===== config.mk =====
export PLATFORM = sky130hd
export DESIGN_NAME = i2c_register_read_master
export DESIGN_NICKNAME = d
export VERILOG_FILES = /design/src/rtl/irm_pkg.sv /design/src/rtl/i2c_register_read_master.sv /design/src/rtl/irm_step.sv
export SDC_FILE = /design/constraint.sdc
export NUM_CORES = 1
export LEC_CHECK = 0
export ABC_AREA = 1
export BUFFER_PORTS_ARGS = -buffer_cell sky130_fd_sc_hd__buf_2
export CORE_MARGIN = 2
export CORE_UTILIZATION = 55
export CTS_CLUSTER_DIAMETER = 60
export CTS_CLUSTER_SIZE = 16
export DETAILED_ROUTE_END_ITERATION = 16
export PLACE_DENSITY_LB_ADDON = 0.12
export SLEW_MARGIN = 15
export SYNTH_ARGS = -nofsm -noshare
export SYNTH_HDL_FRONTEND = slang
export SYNTH_SLANG_ARGS = --single-unit

===== constraint.sdc =====
create_clock -name clk -period 3.7 [get_ports clk]
set_input_delay 0.74 -clock clk [delete_from_list [all_inputs] [get_ports clk]]
set_output_delay 0.74 -clock clk [all_outputs]
set_load 0.01 [all_outputs]

===== src/rtl/irm_pkg.sv =====
// Shared types and constants for the I2C register read master.
// Used by irm_step and i2c_register_read_master; no dependencies.
`default_nettype none

package irm_pkg;

  localparam int unsigned ADDR_W     = 7;
  localparam int unsigned PLEN_W     = 16;
  localparam int unsigned BYTE_W     = 8;
  localparam int unsigned WORD_W     = 16;
  localparam int unsigned BIT_CNT_W  = 4;
  localparam int unsigned BYTE_CNT_W = 3;
  localparam int unsigned CFG_IDX_W  = 1;
  localparam int unsigned CFG_DATA_W = 16;

  localparam logic [ADDR_W-1:0]    DEV_ADDR_RST  = 7'd72;
  localparam logic [PLEN_W-1:0]    PHASE_LEN_RST = 16'd1;
  localparam logic [BIT_CNT_W-1:0] BITS_PER_BYTE = 4'd8;

  // Register indexes on the configuration port
  localparam logic [CFG_IDX_W-1:0] CFG_DEV_ADDR  = 1'b0;
  localparam logic [CFG_IDX_W-1:0] CFG_PHASE_LEN = 1'b1;

  // Transaction progress held in byte_cnt
  localparam logic [BYTE_CNT_W-1:0] BC_ADDR_WR = 3'd0;
  localparam logic [BYTE_CNT_W-1:0] BC_INDEX   = 3'd1;
  localparam logic [BYTE_CNT_W-1:0] BC_ADDR_RD = 3'd2;
  localparam logic [BYTE_CNT_W-1:0] BC_DATA_HI = 3'd3;
  localparam logic [BYTE_CNT_W-1:0] BC_DATA_LO = 3'd4;

  localparam logic ACT_TICK  = 1'b0;
  localparam logic ACT_START = 1'b1;

  typedef enum logic [4:0] {
    PH_IDLE    = 5'd0,
    PH_STA_A   = 5'd1,
    PH_STA_B   = 5'd2,
    PH_WR_LO   = 5'd3,
    PH_WR_HI   = 5'd4,
    PH_WACK_LO = 5'd5,
    PH_WACK_HI = 5'd6,
    PH_RD_LO   = 5'd7,
    PH_RD_HI   = 5'd8,
    PH_MACK_LO = 5'd9,
    PH_MACK_HI = 5'd10,
    PH_STO_A   = 5'd11,
    PH_STO_B   = 5'd12,
    PH_STO_C   = 5'd13
  } phase_t;

  typedef struct packed {
    phase_t                  phase;
    logic [BIT_CNT_W-1:0]    bit_cnt;
    logic [BYTE_CNT_W-1:0]   byte_cnt;
    logic [BYTE_W-1:0]       shift;
    logic [WORD_W-1:0]       accum;
    logic [PLEN_W-1:0]       tick;
    logic [BYTE_W-1:0]       ptr;
    logic                    nack;
    logic                    scl;
    logic                    sda;
  } seq_state_t;

  localparam seq_state_t SEQ_RST = '{
    phase:    PH_IDLE,
    bit_cnt:  '0,
    byte_cnt: '0,
    shift:    '0,
    accum:    '0,
    tick:     '0,
    ptr:      '0,
    nack:     1'b0,
    scl:      1'b1,
    sda:      1'b1
  };

endpackage

`default_nettype wire


===== src/rtl/i2c_register_read_master.sv =====
// I2C register read master: each result beat is registered and shows in the cycle after
// its item is accepted. Throughput 1 item per cycle unless the output stalls; the
// sequencer state and the result register both update at the edge that accepts an item,
// and a waiting result does not block input while it is being taken. Synchronous
// active-low reset returns the sequencer to idle with SCL and SDA released, device
// address 72 and phase length 1. Depends on irm_pkg and irm_step.
`default_nettype none

module i2c_register_read_master (
  input  wire logic                          clk,
  input  wire logic                          rst_n,
  input  wire logic                          in_valid,
  output logic                               in_stall,
  input  wire logic                          in_action,
  input  wire logic [7:0]                    in_register_index,
  input  wire logic                          in_sda_in,
  output logic                               out_valid,
  input  wire logic                          out_stall,
  output logic                               out_scl_level,
  output logic                               out_sda_release,
  output logic                               out_busy_res,
  output logic                               out_done_res,
  output logic [15:0]                        out_read_data,
  output logic                               out_ack_missing,
  input  wire logic                          cfg_valid,
  output logic                               cfg_ready,
  input  wire logic [irm_pkg::CFG_IDX_W-1:0] cfg_index,
  input  wire logic [irm_pkg::CFG_DATA_W-1:0] cfg_data
);
  import irm_pkg::*;

  seq_state_t        st_r;
  seq_state_t        st_nxt;
  logic              fin_nxt;
  logic [ADDR_W-1:0] dev_addr_r;
  logic [PLEN_W-1:0] phase_len_r;
  logic              out_valid_r;
  logic              scl_r;
  logic              sda_r;
  logic              busy_r;
  logic              done_r;
  logic [WORD_W-1:0] data_r;
  logic              ack_r;
  logic              in_acc;

  // Take a new item whenever the result slot is empty or drains this cycle
  assign in_stall  = out_valid_r & out_stall;
  assign in_acc    = in_valid & ~in_stall;
  assign cfg_ready = 1'b1;

  irm_step u_step (
    .cur_i       (st_r),
    .action_i    (in_action),
    .index_i     (in_register_index),
    .sda_i       (in_sda_in),
    .dev_addr_i  (dev_addr_r),
    .phase_len_i (phase_len_r),
    .nxt_o       (st_nxt),
    .fin_o       (fin_nxt)
  );

  always_ff @(posedge clk) begin
    if (!rst_n) begin
      st_r        <= SEQ_RST;
      dev_addr_r  <= DEV_ADDR_RST;
      phase_len_r <= PHASE_LEN_RST;
      out_valid_r <= 1'b0;
    end else begin
      if (in_acc) begin
        st_r        <= st_nxt;
        out_valid_r <= 1'b1;
      end else if (!out_stall) begin
        out_valid_r <= 1'b0;
      end
      if (cfg_valid && cfg_ready) begin
        unique case (cfg_index)
          CFG_DEV_ADDR:  dev_addr_r  <= cfg_data[ADDR_W-1:0];
          CFG_PHASE_LEN: phase_len_r <= cfg_data[PLEN_W-1:0];
          default: ;
        endcase
      end
    end
  end

  // Result payload: load with the accepted item, hold while stalled
  always_ff @(posedge clk) begin
    if (in_acc) begin
      scl_r  <= st_nxt.scl;
      sda_r  <= st_nxt.sda;
      busy_r <= (st_nxt.phase != PH_IDLE);
      done_r <= fin_nxt;
      data_r <= st_nxt.accum;
      ack_r  <= st_nxt.nack;
    end
  end

  assign out_valid       = out_valid_r;
  assign out_scl_level   = scl_r;
  assign out_sda_release = sda_r;
  assign out_busy_res    = busy_r;
  assign out_done_res    = done_r;
  assign out_read_data   = data_r;
  assign out_ack_missing = ack_r;

  // The final STOP leaves the bus released and the block idle
  a_done_idle: assert property (@(posedge clk) disable iff (!rst_n)
    (out_valid_r && done_r) |-> (scl_r && sda_r && !busy_r))
    else $error("done beat without released, idle bus");

  // A start from idle begins with SDA low under high SCL and clean status
  a_start_cond: assert property (@(posedge clk) disable iff (!rst_n)
    (in_acc && (in_action == ACT_START) && (st_r.phase == PH_IDLE))
      |=> (busy_r && scl_r && !sda_r && !ack_r && (data_r == '0)))
    else $error("start beat did not open a transaction");

  // A tick while idle changes no sequencer state
  a_idle_tick: assert property (@(posedge clk) disable iff (!rst_n)
    (in_acc && (in_action == ACT_TICK) && (st_r.phase == PH_IDLE))
      |=> (st_r == $past(st_r)))
    else $error("idle tick moved the sequencer");

  // Busy result reflects the sequencer state it was taken from
  a_busy_match: assert property (@(posedge clk) disable iff (!rst_n)
    in_acc |=> (busy_r == (st_r.phase != PH_IDLE)))
    else $error("busy flag out of step with sequencer");

endmodule

`default_nettype wire


===== src/rtl/irm_step.sv =====
// Next-state logic of the bus sequencer: one item (tick or start) per call.
// Depends on irm_pkg for the phase codes and the state struct.
`default_nettype none

module irm_step (
  input  wire irm_pkg::seq_state_t      cur_i,
  input  wire logic                     action_i,
  input  wire logic [irm_pkg::BYTE_W-1:0] index_i,
  input  wire logic                     sda_i,
  input  wire logic [irm_pkg::ADDR_W-1:0] dev_addr_i,
  input  wire logic [irm_pkg::PLEN_W-1:0] phase_len_i,
  output irm_pkg::seq_state_t           nxt_o,
  output logic                          fin_o
);
  import irm_pkg::*;

  seq_state_t        st;
  seq_state_t        adv;
  logic              adv_fin;
  logic [PLEN_W-1:0] len;
  logic [PLEN_W:0]   cnt;
  logic [BIT_CNT_W-1:0] bit_inc;
  logic [BYTE_W-1:0] shift_up;
  logic [BYTE_W-1:0] addr_byte;

  // Codes past the last stop phase fall back to idle
  always_comb begin
    st = cur_i;
    if (cur_i.phase > PH_STO_C) begin
      st.phase = PH_IDLE;
      st.scl   = 1'b1;
      st.sda   = 1'b1;
    end
  end

  assign bit_inc   = st.bit_cnt + BIT_CNT_W'(1);
  assign shift_up  = {st.shift[BYTE_W-2:0], 1'b0};
  assign addr_byte = {dev_addr_i, (st.byte_cnt == BC_ADDR_RD)};

  // Phase transition taken when the current phase runs out
  always_comb begin
    adv     = st;
    adv_fin = 1'b0;
    adv.tick = '0;
    unique case (st.phase)
      PH_STA_A: begin
        adv.phase = PH_STA_B; adv.scl = 1'b0; adv.sda = 1'b0;
      end
      PH_STA_B: begin
        adv.shift   = addr_byte;
        adv.bit_cnt = '0;
        adv.phase   = PH_WR_LO; adv.scl = 1'b0; adv.sda = addr_byte[BYTE_W-1];
      end
      PH_WR_LO: begin
        adv.phase = PH_WR_HI; adv.scl = 1'b1;
      end
      PH_WR_HI: begin
        adv.bit_cnt = bit_inc;
        if (bit_inc >= BITS_PER_BYTE) begin
          adv.phase = PH_WACK_LO; adv.scl = 1'b0; adv.sda = 1'b1;
        end else begin
          adv.shift = shift_up;
          adv.phase = PH_WR_LO; adv.scl = 1'b0; adv.sda = shift_up[BYTE_W-1];
        end
      end
      PH_WACK_LO: begin
        adv.phase = PH_WACK_HI; adv.scl = 1'b1; adv.sda = 1'b1;
      end
      PH_WACK_HI: begin
        adv.nack    = st.nack | sda_i;
        adv.bit_cnt = '0;
        if (st.byte_cnt == BC_ADDR_WR) begin
          adv.byte_cnt = BC_INDEX;
          adv.shift    = st.ptr;
          adv.phase    = PH_WR_LO; adv.scl = 1'b0; adv.sda = st.ptr[BYTE_W-1];
        end else if (st.byte_cnt == BC_INDEX) begin
          adv.phase = PH_STO_A; adv.scl = 1'b0; adv.sda = 1'b0;
        end else begin
          adv.byte_cnt = BC_DATA_HI;
          adv.phase    = PH_RD_LO; adv.scl = 1'b0; adv.sda = 1'b1;
        end
      end
      PH_RD_LO: begin
        adv.phase = PH_RD_HI; adv.scl = 1'b1; adv.sda = 1'b1;
      end
      PH_RD_HI: begin
        adv.accum   = {st.accum[WORD_W-2:0], sda_i};
        adv.bit_cnt = bit_inc;
        if (bit_inc >= BITS_PER_BYTE) begin
          // ACK the first data byte, NACK the last
          adv.phase = PH_MACK_LO; adv.scl = 1'b0;
          adv.sda   = (st.byte_cnt != BC_DATA_HI);
        end else begin
          adv.phase = PH_RD_LO; adv.scl = 1'b0; adv.sda = 1'b1;
        end
      end
      PH_MACK_LO: begin
        adv.phase = PH_MACK_HI; adv.scl = 1'b1;
      end
      PH_MACK_HI: begin
        if (st.byte_cnt == BC_DATA_HI) begin
          adv.byte_cnt = BC_DATA_LO;
          adv.bit_cnt  = '0;
          adv.phase    = PH_RD_LO; adv.scl = 1'b0; adv.sda = 1'b1;
        end else begin
          adv.phase = PH_STO_A; adv.scl = 1'b0; adv.sda = 1'b0;
        end
      end
      PH_STO_A: begin
        adv.phase = PH_STO_B; adv.scl = 1'b1; adv.sda = 1'b0;
      end
      PH_STO_B: begin
        adv.phase = PH_STO_C; adv.scl = 1'b1; adv.sda = 1'b1;
      end
      PH_STO_C: begin
        if (st.byte_cnt == BC_INDEX) begin
          adv.byte_cnt = BC_ADDR_RD;
          adv.phase    = PH_STA_A; adv.scl = 1'b1; adv.sda = 1'b0;
        end else begin
          adv.phase = PH_IDLE; adv.scl = 1'b1; adv.sda = 1'b1;
          adv_fin   = 1'b1;
        end
      end
      default: begin
        adv.phase = PH_IDLE; adv.scl = 1'b1; adv.sda = 1'b1;
      end
    endcase
  end

  assign len = (phase_len_i == '0) ? PLEN_W'(1) : phase_len_i;
  assign cnt = {1'b0, st.tick} + (PLEN_W+1)'(1);

  always_comb begin
    nxt_o = st;
    fin_o = 1'b0;
    if (action_i == ACT_START) begin
      if (st.phase == PH_IDLE) begin
        nxt_o.ptr      = index_i;
        nxt_o.byte_cnt = BC_ADDR_WR;
        nxt_o.bit_cnt  = '0;
        nxt_o.accum    = '0;
        nxt_o.nack     = 1'b0;
        nxt_o.tick     = '0;
        nxt_o.phase    = PH_STA_A;
        nxt_o.scl      = 1'b1;
        nxt_o.sda      = 1'b0;
      end
    end else if (st.phase != PH_IDLE) begin
      if (cnt >= {1'b0, len}) begin
        nxt_o = adv;
        fin_o = adv_fin;
      end else begin
        nxt_o.tick = cnt[PLEN_W-1:0];
      end
    end
  end

endmodule

`default_nettype wire


== Word level (Yosys, flattened, before mapping) ==
Index checks and enable logic that the tools add are counted.
Storage, ports and cells
  register bits after elaboration: 108
  input bits: 32
  output and inout port bits: 24
  logic and storage cells: 120
Cells by class
  add/subtract/negate cells: 2
  $lt $le $gt $ge: 3
  eq/ne operators: 24
  muxes and demuxes: 40
  bitwise operators: 9
  reductions and logical operators: 23
Operator list (number)
  two-way mux 43 bit: 2
  one-hot mux 5 bit (13 select lines): 1
  two-way mux 63 bit: 1
  two-way mux 16 bit: 3
  two-way mux 36 bit: 1
  equality test 5 x 4 -> 1 bit, second input constant: 6
  two-way mux 12 bit: 2
  one-hot mux 8 bit (3 select lines): 1
  equality test 5 x 3 -> 1 bit, second input constant: 4
  adder 16 x 1 -> 17 bit, second input constant: 1
  greater-or-equal comparator 17 x 16 -> 1 bit: 1
  logical NOT 16 bit: 1
  two-way mux 4 bit: 4
  two-way mux 8 bit: 2
  two-way mux 3 bit: 5
  one-hot mux 4 bit (3 select lines): 1
  equality test 5 x 2 -> 1 bit, second input constant: 2
  two-way mux 1 bit: 10
  nonzero test 5 bit: 2
  OR reduction 2 bit: 5
  != test 3 x 2 -> 1 bit, second input constant: 3
  one-hot mux 3 bit (3 select lines): 1
  one-hot mux 1 bit (8 select lines): 1
  AND reduction 8 bit: 1
  other kinds (26): 40

== Depth between registers and ports, before layout ==
  depth in word-level cells: 9
  gate-level depth with buffers: 23
  mapped depth without buffers: 22

== By module ==
A second synthesis with hierarchy kept.
Second synthesis, totals
  cells, all modules: 1126
  area total of the unflattened synthesis: 7340.8 um2
By module, submodules not included
  i2c_register_read_master: times used 1, cells an instance 546, area an instance 4327.9 um2, seq. area each 2372.3 um2
  irm_step: times used 1, cells an instance 580, area an instance 3012.9 um2, seq. area each 0.0 um2

== Worst setup path after synthesis ==
Ideal clock, no wire load.
  path type: reg2reg
  start point: reg st_r[11] (netlist name)
  end point: reg busy_r (netlist: out_busy_res) (data pin)
  setup time: 0.254 ns
  data arrival time: 2.731 ns
  setup slack: 0.715 ns
  stages on the path, launching flop included: 21
  cells stage by stage: dfxtp_1 > ha_1 > nand2_1 > inv_2 > nand2_2 > inv_1 > nand3_1 > nor3_1 > nand4_1 > xnor2_1 > ha_1 > nand4_1 > nor4_1 > nand2_1 > nand3_4 > buf_4 > nand2_1 > nand3_1 > nand2_1 > nor2_1 > nand2_1
On the way
  word-level cells in the longest chain between the ends: 6
Ends and longest elaborated chain
  start, declared: line i2c_register_read_master.sv:32  | seq_state_t st_r;
  start signal, assigned: line i2c_register_read_master.sv:70  | st_r <= st_nxt;
  adder 16 x 1 -> 17 bit: line irm_step.sv:131  | assign cnt = {1'b0, st.tick} + (PLEN_W+1)'(1);
  greater-or-equal comparator 17 x 16 -> 1 bit: line irm_step.sv:149  | if (cnt >= {1'b0, len}) begin
  two-way mux 36 bit: line irm_step.sv:149
  two-way mux 63 bit: line irm_step.sv:148  | end else if (st.phase != PH_IDLE) begin
  two-way mux 12 bit: line irm_step.sv:136  | if (action_i == ACT_START) begin
  nonzero test 5 bit: line i2c_register_read_master.sv:90  | busy_r <= (st_nxt.phase != PH_IDLE);
  end signal, assigned: line i2c_register_read_master.sv:90
  end, declared: line i2c_register_read_master.sv:40  | logic busy_r;
No other way between the ends. The select of a mux whose other input is x is not followed.
A chain may end at the register's enable or synchronous reset.

== Worst setup path after layout ==
Same ends and word-level chain as after synthesis.

==> results.cfg <==
[clock_tree]
cts-htree-levels = 3
ctsLongestPathBuffers = 2
clk_pin_slew_worst_paths_ns = 0.10
cts_made_buffers = 9
root_driver = clkbuf_8
tritoncts = done
later_pin_clock_latency_in_the_skew_report_ns = 0.40
clock_sink_count = 107

[logic_synthesis]
synth_flop_cell = dfxtp_1
cell_area_after_synthesis_sq_um = 5980
synth_commonest_cells = nand2_1 (195), nor2_1 (96), dfxtp_1 (86), inv_1 (86), nand3_1 (74)
synth_compound_gate_area_share_pct = 10.7
mappedNetlistNets = 882
synth_seq_area_share_pct = 39.3
synth.top_cell.area_share_pct = 28.8
synth_edf_count = 21
postSynthCellCount = 829
dominant_combinational_cell_family_by_area_after_synthesis = simple AND/OR/NAND/NOR gates
ys_top_cells_by_area = dfxtp_1 (29%), nand2_1 (12%), edfxtp_1 (11%), nand3_1 (6.2%), nor2_1 (6.0%)
synth.mux.area_fraction_pct = 0
synth.yosys.warnings = 0
yosys.area.top_type = dfxtp_1
top_count_cell_post_synth = nand2_1
ys_seq_elements = 107
area_share_of_fa_ha_maj_cells_after_synthesis_pct = 4.39
synthSimpleGateAreaFrac_pct = 34.0
async_reset_ff_share_pct = 0
synth-xor-area-share_pct = 2.20
syn_avg_cell_area_sq_um = 7.22
synth_cell_type_count = 49

[power_and_ir_drop]
power_density_nw_per_um2 = 376
net-switching-power_mw = 0.778
power.switching_fraction_pct = 31.6
report.power.total_mw = 2.46
power_leakage_nw = 3.09
p_seq_share_pct = 52.7
vdd_drop_max_mv = 0.318
clock_power_share_pct = 27.7
power_report.internal_total_mw = 1.68
pwr-share-comb_pct = 19.6

[detailed_routing]
route.detailed.drc = 0
routed_wl_mm = 13.9
viasPerCell = 5.30
drt_iter0_drc = 322
wl_per_cell_microns = 13.7
final_antenna_net_count = 0
vias = 5384
drt_pass1_iterations = 5

[timing]
worst_pin_slew_ns = 0.806
period_needed_ns = 3.39
final.hold.worst_slack_ns = 0.469
maxClockFrequency_ghz = 0.295
worst_slack_ns = 0.311
finalCritPeriodShare_pct = 91.6
timing_max_transition_violations_final = 0
finish_stage_setup_viols = 0
final.setup_skew_ns = 0.00910
final_hold_viol_count = 0
max_slew_margin_pct = 46.1

[critical_path]
cpLargestDelayFamily = simple AND/OR/NAND/NOR gates
critPathArrivalTime_ns = 3.55
critPathLaunchType = flop
crit_path_max_fanout = 6
crit_path_max_incr_delay_ns = 0.39
critical_path.n_buffers_inverters = 4
crit_path_top_cell_by_count = nand2_1
capturing_element_type_of_the_critical_path = flop
crit_path_top_delay_cell = dfxtp_1
critical_path_required_ns = 3.86
worstSetupPathType = reg2reg
worstPathCellList = ha_1 > nand2_1 > inv_2 > nand2_2 > inv_1 > nand3_1 > nor3_2 > nand4_1 > xnor2_2 > ha_1 > a21oi_1 > o211ai_1 > inv_1 > nand2_1 > nor2_4 > nand3_4 > nand2_2 > nand2_1 > nand2_1 > inv_1 > nor2_1 > nand2_1

[worst_hold_path]
holdCritPathClass = reg2reg

[placement]
detailed_place_hpwl_mm = 9.75
place_worst_setup_slack_ns = 0.180
io_buffers = 54
detailed_place.area_sq_um = 6290
final_wtd_congestion = 0.911

[die]
die-width_microns = 108
rows = 38
chip_height_microns = 108
die_area_sq_um = 11700
core_area_sq_um = 10700
floorplan.io_pins = 56
initial_core_util_pct = 55.7

[job]
timing.max_cap.violations = 0

[finish]
drive_gt1_share_pct = 15.8
final.fill_count = 1049
fin_area_sq_um = 6540
final_core_utilization_pct = 60.9
synthToLayoutAreaGrowth_pct = 9.28
finish.net_count = 924
antenna_diode_count = 0

[global_route]
overflow = 0
grt_pass1_vias = 5092
groute.usage.overall_pct = 24.7
grt_antenna_before_repair = 0
grt_max_degree = 68
wire_length_of_the_first_global_routing_pass_mm = 23.0

[outcome]
status = finished clean
-- per-layer routing --
| metal | share of wire, % | vias to the layer above | global-route usage, % |
|---|---|---|---|
| met5 | 0 | - | 0 |
| met4 | 1.9 | 0 | 8.79 |
| met3 | 3.3 | 21 | 4.88 |
| met2 | 48 | 91 | 42.2 |
| met1 | 47 | 2493 | 31.1 |
| li1 | - | 2779 | - |
-- sequential cells by signal, indices dropped and copies added (netlist names) --
| signal | flops |
|---|---|
| out_scl_level | 1 |
| out_done_res | 1 |
| phase_len_r | 16 |
| out_valid | 1 |
| out_sda_release | 1 |
| dev_addr_r | 7 |
| out_read_data | 16 |
| out_ack_missing | 1 |
| out_busy_res | 1 |
| st_r | 62 |
-- worst reg2reg max path, delay by kind of cell, from the launching register on --
kind	cells	cell delay, ns
xor gates and xnor gates	1	0.18
and+or+nand+nor	13	1.57
adders and majority gates	2	0.52
buffers and inverters	4	0.25
DFF	1	0.39
AOI/OAI and AO/OA	2	0.23
-- stage by stage --
| stage | TNS (ns) | std cells |
|---|---|---|
| 2_1_floorplan | 0 | 829 |
| 3_3_place_gp | 0 | 996 |
| 3_5_place_dp | 0 | 996 |
| 6_report | 0 | 1016 |
| 5_1_grt | -0.00427 | 1016 |
| 4_1_cts | 0 | 1012 |
-- cell usage in the layout, fill, tap and decap left out, types with 9 or more instances in the layout --
cell and count:
nor2_4 9, buf_2 54, nand2_1 194, edfxtp_1 21, nand3_1 74, inv_1 86, nor2_1 95, dfxtp_1 86
nand3_2 12, xor2_1 11, nand4_1 13, nand2_2 11, a21oi_1 65, ha_1 21, inv_2 16, o21ai_0 33
clkbuf_8 10
-- power groups by stage --
stage | sequential (mW) | clock, mW | combinational, mW
after floorplan | 1.32 | 0 | 0.344
after global placement | 1.32 | 0 | 0.455
after detailed placement | 1.32 | 0 | 0.464
after CTS | 1.30 | 0.696 | 0.466
after global routing | 1.30 | 0.748 | 0.546
final | 1.30 | 0.682 | 0.483
-- worst paths after layout --
kind / from / endpoint / slack, ns / cells past startpoint
max: st_r[11]$_SDFFE_PN0P_ / out_busy_res$_DFFE_PP_ / 0.31 / 22
min: st_r[43]$_SDFFE_PN0P_ / st_r[43]$_SDFFE_PN0P_ / 0.47 / 2
max reg2reg: st_r[11]$_SDFFE_PN0P_ / out_busy_res$_DFFE_PP_ / 0.31 / 22
min reg2reg: st_r[43]$_SDFFE_PN0P_ / st_r[43]$_SDFFE_PN0P_ / 0.47 / 2
-- cell families after synthesis --
kind of cell | after synthesis
simple gates | 435
buf+inv | 135
compound gates | 115
flops | 107
fa+ha+maj | 21
xor+xnor | 15
other cells | 1
-- area by class of cell --
class                           count  area (sq um)  share of cell area [%]
Tap cell                          140           175                    2.68
Clock buffer                       10           138                    2.10
Inverter                          106           403                    6.16
Multi-Input combinational cell    588          3110                    47.6
Sequential cell                   107          2350                    36.0
Timing Repair Buffer               59           320                    4.90
Clock inverter                      6          37.5                   0.574
-- what timing repair did --
| action | CTS | global route |
|---|---|---|
| hold buffers | 0 | 0 |
| gates resized for setup | 0 | 4 |
| setup buffers | 0 | 3 |
| setup endpoints to repair | 0 | 48 |
Power figures use the tool's default switching activity.
